$ cat config.mk
export PLATFORM = sky130hd
export DESIGN_NAME = prp_list_builder_core
export DESIGN_NICKNAME = d
export VERILOG_FILES = /design/src/rtl/plb_pkg.sv /design/src/rtl/prp_list_builder_core.sv
export SDC_FILE = /design/constraint.sdc
export NUM_CORES = 1
export LEC_CHECK = 0
export BUFFER_PORTS_ARGS = -buffer_cell sky130_fd_sc_hd__buf_2
export CAP_MARGIN = 10
export CORE_MARGIN = 1.5
export CORE_UTILIZATION = 41
export CTS_CLUSTER_DIAMETER = 50
export DETAILED_ROUTE_END_ITERATION = 16
export PLACE_DENSITY = 0.61
export SLEW_MARGIN = 20
export SYNTH_ARGS = -nofsm -noshare
export SYNTH_HDL_FRONTEND = slang
export SYNTH_SLANG_ARGS = --single-unit
$ cat constraint.sdc
create_clock -name aclk -period 8.9 [get_ports aclk]
set_input_delay 0 -clock aclk [delete_from_list [all_inputs] [get_ports aclk]]
set_output_delay 0 -clock aclk [all_outputs]
set_load 0.1 [all_outputs]
$ cat src/rtl/plb_pkg.sv
// Shared types and codes for the PRP list builder.
// No dependencies; imported by prp_list_builder_core, plb_result_checker and the testbench top.
`timescale 1ns / 1ps
`default_nettype none

package plb_pkg;

    // Request codes carried by s_req_type.
    typedef enum logic {
        REQ_START = 1'b0,
        REQ_PULL  = 1'b1
    } req_type_t;

    // Result codes carried by m_kind.
    typedef enum logic [1:0] {
        KIND_DESC     = 2'd0,
        KIND_LIST     = 2'd1,
        KIND_IDLE     = 2'd2,
        KIND_TOO_BIG  = 2'd3
    } kind_t;

    localparam int ADDR_W   = 64;
    localparam int XFER_W   = 26;
    localparam int OFFSET_W = 16;

endpackage : plb_pkg

`default_nettype wire

$ cat src/rtl/prp_list_builder_core.sv
// PRP list builder: descriptor and list word generation for one transfer.
// Depends on plb_pkg (codes and field widths).
`timescale 1ns / 1ps
`default_nettype none

//  Channel | Direction | Handshake          | Payload
//  --------+-----------+--------------------+---------------------------------------
//  s_      | in        | s_valid / s_ready  | req_type, buf_addr, xfer_bytes
//  m_      | out       | m_valid / m_ready  | kind, prp_first, prp_second,
//          |           |                    | list_offset, entry_value, is_chain, last
//  cfg_    | in        | cfg_wen            | cfg_wdata (list store address)
//
// Every beat produces exactly one result beat, registered in the cycle after it is accepted.
// A new beat is taken every cycle while the result register is empty or drained
// in the same cycle, so the sustained rate is one beat per clock; the single
// output register is the only storage between the two sides.
// Reset (aresetn low, synchronous) empties the output and clears the list state.
// A stall on m_ready holds the result and deasserts s_ready until it is taken.

module prp_list_builder_core
    import plb_pkg::*;
#(
    parameter int PAGE_BYTES = 4096,
    parameter int LIST_PAGES = 16
) (
    input  wire logic                aclk,
    input  wire logic                aresetn,

    input  wire logic                cfg_wen,
    input  wire logic [ADDR_W-1:0]   cfg_wdata,

    input  wire logic                s_valid,
    output logic                     s_ready,
    input  wire logic                s_req_type,
    input  wire logic [ADDR_W-1:0]   s_buf_addr,
    input  wire logic [XFER_W-1:0]   s_xfer_bytes,

    output logic                     m_valid,
    input  wire logic                m_ready,
    output logic [1:0]               m_kind,
    output logic [ADDR_W-1:0]        m_prp_first,
    output logic [ADDR_W-1:0]        m_prp_second,
    output logic [OFFSET_W-1:0]      m_list_offset,
    output logic [ADDR_W-1:0]        m_entry_value,
    output logic                     m_is_chain,
    output logic                     m_last
);

    localparam int PAGE_SHIFT = $clog2(PAGE_BYTES);
    localparam int SLOTS      = PAGE_BYTES / 8;
    localparam int SLOT_W     = PAGE_SHIFT - 3;
    localparam int LP_W       = (LIST_PAGES > 1) ? $clog2(LIST_PAGES) : 1;
    localparam int CAPACITY   = LIST_PAGES * (SLOTS - 1) + 1;
    localparam int ENT_W      = $clog2(CAPACITY + 1);
    localparam int OFF_FULL_W = LP_W + PAGE_SHIFT;
    // One bit of headroom over the length field for the page arithmetic.
    localparam int LEN_W      = XFER_W + 1;

    // Configuration and list state.
    logic [ADDR_W-1:0]  list_store_reg;
    logic               list_active_reg, list_active_next;
    logic [ADDR_W-1:0]  data_ptr_reg, data_ptr_next;
    logic [ENT_W-1:0]   entries_total_reg, entries_total_next;
    logic [ENT_W-1:0]   entry_index_reg, entry_index_next;
    logic [LP_W-1:0]    list_page_reg, list_page_next;
    logic [SLOT_W-1:0]  page_slot_reg, page_slot_next;

    // Result register.
    logic               out_valid_reg;
    kind_t              kind_reg, kind_next;
    logic [ADDR_W-1:0]  prp_first_reg, prp_first_next;
    logic [ADDR_W-1:0]  prp_second_reg, prp_second_next;
    logic [OFFSET_W-1:0] list_offset_reg, list_offset_next;
    logic [ADDR_W-1:0]  entry_value_reg, entry_value_next;
    logic               is_chain_reg, is_chain_next;
    logic               last_reg, last_next;

    logic               accept;
    logic [LEN_W-1:0]   xfer_len;
    logic [LEN_W-1:0]   head_bytes;
    logic [LEN_W-1:0]   needed_num;
    logic [LEN_W-1:0]   needed;
    logic [ADDR_W-1:0]  next_page;
    logic [ENT_W:0]     entry_index_inc;
    logic [OFF_FULL_W-1:0] off_full;
    logic [ADDR_W-1:0]  chain_ptr;

    assign s_ready = !out_valid_reg || m_ready;
    assign accept  = s_valid && s_ready;

    assign xfer_len    = LEN_W'(s_xfer_bytes);
    assign head_bytes  = LEN_W'(PAGE_BYTES) - LEN_W'(s_buf_addr[PAGE_SHIFT-1:0]);
    // Only meaningful when the length reaches past the second page.
    assign needed_num  = xfer_len - head_bytes + LEN_W'(PAGE_BYTES - 1);
    assign needed      = needed_num >> PAGE_SHIFT;
    assign next_page   = {s_buf_addr[ADDR_W-1:PAGE_SHIFT] + 1'b1, {PAGE_SHIFT{1'b0}}};

    assign entry_index_inc = {1'b0, entry_index_reg} + 1'b1;
    // Byte offset is the list page and slot laid side by side over 8-byte words.
    assign off_full  = {list_page_reg, page_slot_reg, 3'b000};
    assign chain_ptr = list_store_reg
                     + ((ADDR_W'(list_page_reg) + 1'b1) << PAGE_SHIFT);

    always_comb begin
        list_active_next   = list_active_reg;
        data_ptr_next      = data_ptr_reg;
        entries_total_next = entries_total_reg;
        entry_index_next   = entry_index_reg;
        list_page_next     = list_page_reg;
        page_slot_next     = page_slot_reg;

        kind_next        = KIND_IDLE;
        prp_first_next   = '0;
        prp_second_next  = '0;
        list_offset_next = '0;
        entry_value_next = '0;
        is_chain_next    = 1'b0;
        last_next        = 1'b0;

        case (req_type_t'(s_req_type))
            REQ_START: begin
                list_active_next = 1'b0;
                if (xfer_len <= head_bytes) begin
                    kind_next      = KIND_DESC;
                    prp_first_next = s_buf_addr;
                    last_next      = 1'b1;
                end else if (xfer_len <= head_bytes + LEN_W'(PAGE_BYTES)) begin
                    kind_next       = KIND_DESC;
                    prp_first_next  = s_buf_addr;
                    prp_second_next = next_page;
                    last_next       = 1'b1;
                end else if (needed > LEN_W'(CAPACITY)) begin
                    kind_next = KIND_TOO_BIG;
                    last_next = 1'b1;
                end else begin
                    list_active_next   = 1'b1;
                    data_ptr_next      = next_page;
                    entries_total_next = ENT_W'(needed);
                    entry_index_next   = '0;
                    list_page_next     = '0;
                    page_slot_next     = '0;
                    kind_next          = KIND_DESC;
                    prp_first_next     = s_buf_addr;
                    prp_second_next    = list_store_reg;
                end
            end
            REQ_PULL: begin
                if (list_active_reg) begin
                    kind_next        = KIND_LIST;
                    list_offset_next = OFFSET_W'(off_full);
                    // The final slot of a page links onward unless the list ends there.
                    if ((&page_slot_reg) &&
                        (entry_index_inc < {1'b0, entries_total_reg})) begin
                        entry_value_next = chain_ptr;
                        is_chain_next    = 1'b1;
                        list_page_next   = list_page_reg + 1'b1;
                        page_slot_next   = '0;
                    end else begin
                        entry_value_next = data_ptr_reg;
                        data_ptr_next    = data_ptr_reg + ADDR_W'(PAGE_BYTES);
                        page_slot_next   = page_slot_reg + 1'b1;
                        entry_index_next = entry_index_inc[ENT_W-1:0];
                        if (entry_index_inc >= {1'b0, entries_total_reg}) begin
                            last_next        = 1'b1;
                            list_active_next = 1'b0;
                        end
                    end
                end
            end
            default: begin
                kind_next = KIND_IDLE;
            end
        endcase
    end

    always_ff @(posedge aclk) begin
        if (!aresetn) begin
            list_store_reg    <= '0;
            list_active_reg   <= 1'b0;
            data_ptr_reg      <= '0;
            entries_total_reg <= '0;
            entry_index_reg   <= '0;
            list_page_reg     <= '0;
            page_slot_reg     <= '0;
            out_valid_reg     <= 1'b0;
        end else begin
            if (cfg_wen) begin
                list_store_reg <= cfg_wdata;
            end
            if (accept) begin
                list_active_reg   <= list_active_next;
                data_ptr_reg      <= data_ptr_next;
                entries_total_reg <= entries_total_next;
                entry_index_reg   <= entry_index_next;
                list_page_reg     <= list_page_next;
                page_slot_reg     <= page_slot_next;
                out_valid_reg     <= 1'b1;
            end else if (m_ready) begin
                out_valid_reg <= 1'b0;
            end
        end
    end

    always_ff @(posedge aclk) begin
        if (accept) begin
            kind_reg        <= kind_next;
            prp_first_reg   <= prp_first_next;
            prp_second_reg  <= prp_second_next;
            list_offset_reg <= list_offset_next;
            entry_value_reg <= entry_value_next;
            is_chain_reg    <= is_chain_next;
            last_reg        <= last_next;
        end
    end

    assign m_valid       = out_valid_reg;
    assign m_kind        = kind_reg;
    assign m_prp_first   = prp_first_reg;
    assign m_prp_second  = prp_second_reg;
    assign m_list_offset = list_offset_reg;
    assign m_entry_value = entry_value_reg;
    assign m_is_chain    = is_chain_reg;
    assign m_last        = last_reg;

endmodule : prp_list_builder_core

`default_nettype wire

==> results.sh <==
export IMPL_clockBufferDepth=3
export IMPL_area_growth_pct=25.3
export IMPL_cts_resized_gates=0
export IMPL_drt_wl_total_um=66800
export IMPL_cts_hold_fix_buffers=131
export IMPL_muxShareOfSynthArea=0.0391
export IMPL_min_period_ns=6.52
export IMPL_finalClockSkew_ns=0.0161
export IMPL_synth_compound_area_frac=0.155
export IMPL_antenna_found_initial=2
export IMPL_grt_pass1_wl_um=104000
export IMPL_synthTopCellsByCount="nor2_1, edfxtp_1, nand2_1, dfxtp_1, clkbuf_1"
export IMPL_powerDensity_nw_per_um2=189
export IMPL_drc_errors=0
export IMPL_antennaDiodeCount=0
export IMPL_cts_root_buf="clkbuf_16"
export IMPL_multi_input_area_sq_um=10800
export IMPL_postCtsSetupBuffers=0
export IMPL_synth_xor_area_share=0.0547
export IMPL_clk_pin_slew_ns=0.06
export IMPL_cp_max_fo=39
export IMPL_rows=82
export IMPL_layout_cells_non_filler=3374
export IMPL_path_class="primary input to register"
export IMPL_place_ws_ns=2.46
export IMPL_synth_ff_type="edfxtp_1"
export IMPL_dieWidth_um=229
export IMPL_synth_top_cell_by_area="edfxtp_1"
export IMPL_grt_setup_unrepaired="no"
export IMPL_finish_utilization=0.522
export IMPL_die_area_sq_um=52600
export IMPL_synth_top_cell_area_share=0.299
export IMPL_async_reset_ff_frac=0
export IMPL_power_static_leakage_nw=10.3
export IMPL_cts_tree="done"
export IMPL_syn_area_sq_um=21000
export IMPL_clkLatencyLatePin_ns=0.58
export IMPL_synthSimpleGateAreaFrac=0.205
export IMPL_layout_setup_ws_ns=2.38
export IMPL_cts_sinks=366
export IMPL_die_y_um=229
export IMPL_ir_drop_v=0.000124
export IMPL_relSlewSlack=0.247
export IMPL_synth_edf_count=209
export IMPL_avgRoutedWirePerCell_um=19.8
export IMPL_cp_arrival_ns=6.98
export IMPL_via_per_inst=5.64
export IMPL_hp_class="primary input to register"
export IMPL_grt_max_degree=104
export IMPL_hold_violations=0
export IMPL_synth_cells=2230
export IMPL_avgSynthCellArea_sq_um=9.41
export IMPL_vias=19000
export IMPL_cts_buffers=47
export IMPL_synth_seq_area_share=0.449
export IMPL_setup_tns_final_ns=0
export IMPL_yosysUniqueCellTypes=84
export IMPL_dpl_hpwl_um=46000
export IMPL_ys_warn_count=0
export IMPL_num_nets_final=2911
export IMPL_post_route_period_util=0.732
export IMPL_grt_util_all_layers=0.248
export IMPL_core_sq_um=50400
export IMPL_place_area_sq_um=23300
export IMPL_worst_pin_slew_ns=1.13
export IMPL_drv_cap=0
export IMPL_setup_viol=0
export IMPL_grt_pass1_vias=18500
export IMPL_report_final_slew_viol_count=0
export IMPL_routabilityCongestion=0.894
export IMPL_n_fill_cell=4545
export IMPL_pin_count=374
export IMPL_synth_fa_ha_area_frac=0.0550
export IMPL_io_buffers=370
export IMPL_end_kind="register"
export IMPL_seqCellArea_sq_um=9420
export IMPL_crit_required_ns=9.36
export IMPL_drive_above_1_share=0.195
export IMPL_synth_seq_cells=366
export IMPL_synth_top_family_by_area="simple AND/OR/NAND/NOR gates"
export IMPL_h_tree_depth=2
export IMPL_dp_cells=3155
export IMPL_max_freq_mhz=153
export IMPL_synth_most_common_cell="nor2_1"
export IMPL_stdcell_area_sq_um=26300
export IMPL_initial_core_util=0.417
export IMPL_drt_iter0_drc=1584
export IMPL_antenna_left=0
export IMPL_firstDrtPassIters=6
export IMPL_synthTopCellsByArea="edfxtp_1, dfxtp_1, nor2_1"
export IMPL_status="finished, final reports clean"
export IMPL_cp_start_kind="primary input"
export IMPL_grt_ovfl_total=0
-- through the flow --
step	total power [W]	hold WS [ns]
floorplan	0.00273	0.129
global placement	0.00296	0.235
detailed placement	0.00297	0.242
CTS	0.00501	0.000518
global route	0.00514	0.0345
finish	0.00498	0.0216
-- path summary, 6_finish.rpt --
| kind | startpoint | end | slack, ns | cells after the start |
|---|---|---|---|---|
| max | s_buf_addr[2] | data_ptr_reg[44] | 2.38 | 21 |
| min | cfg_wen | list_store_reg[14] | 0.02 | 3 |
| min reg2reg | entries_total_reg[3] | entries_total_reg[3] | 0.48 | 2 |
| max reg2reg | entry_index_reg[3] | data_ptr_reg[18] | 3.98 | 17 |
-- placed cells by master, fill, tap and decap left out, types with 11 or more instances in the layout --
master           n
and3_1          39
and2_1          98
nor3_1          44
o221a_2         16
buf_4           23
o21ai_0         60
xnor2_1         63
clkbuf_16       48
nand2_1        158
xor2_1          68
o32ai_1         12
nand2b_1        11
o22ai_1         33
or2_2           14
a31oi_1         57
a21oi_1         68
a221oi_1        29
ha_1            81
o211ai_1        25
buf_2          368
dlygate4sd3_1  131
nor2b_1         22
edfxtp_1       209
o2111ai_1       16
or3_1           19
nor2_1         309
mux2i_1         82
nor4_1          14
nand3_1         77
a211oi_1        59
nand4_1         32
inv_1           76
dfxtp_1        157
and4_1          11
-- where the power goes --
part | switching (W) | internal, W
logic | 0.000801 | 0.000253
registers | 0.0000539 | 0.00188
clock network | 0.000807 | 0.00118
total | 0.00166 | 0.00332
-- cell families after synthesis --
family                     Yosys count
other                                1
and+or+nand+nor                    886
DFF                                366
xor gates and xnor gates           131
buffers and inverters              219
adders and majority gates           88
AOI/OAI and AO/OA                  457
muxes                               82
-- worst max-delay path, cell delays in order --
cell	delay, ns
dlygate4sd3_1	0.56
buf_2	0.16
nor2_1	0.24
nand2_1	0.14
nor4_1	0.48
nor3b_1	0.35
nand2_1	0.12
xnor2_1	0.21
ha_1	0.20
fa_1	0.48
nand2b_1	0.23
o311a_1	0.40
or4b_1	0.50
a211oi_1	0.36
o21a_1	0.18
o21ai_0	0.10
nor4b_2	0.63
a211o_2	0.72
buf_4	0.43
a221oi_1	0.15
o221a_2	0.31
-- layout make-up --
cell class,instances,share of cell area
clock buffer,55,0.0478
clock inverter,33,0.0145
inverter,78,0.0112
multi-input combinational,1647,0.409
sequential,366,0.358
tap,672,0.0320
timing repair buffer,523,0.127
-- layer usage --
layer	vias to the layer above	wire length, um	share of wire	track usage
met2	733	30500	0.46	0.396
met1	9162	30200	0.45	0.345
li1	9008	-	-	-
met5	-	0	0	0
met3	126	4380	0.065	0.0398
met4	0	1780	0.027	0.0732
No activity file was read; power rests on OpenSTA's default activity.
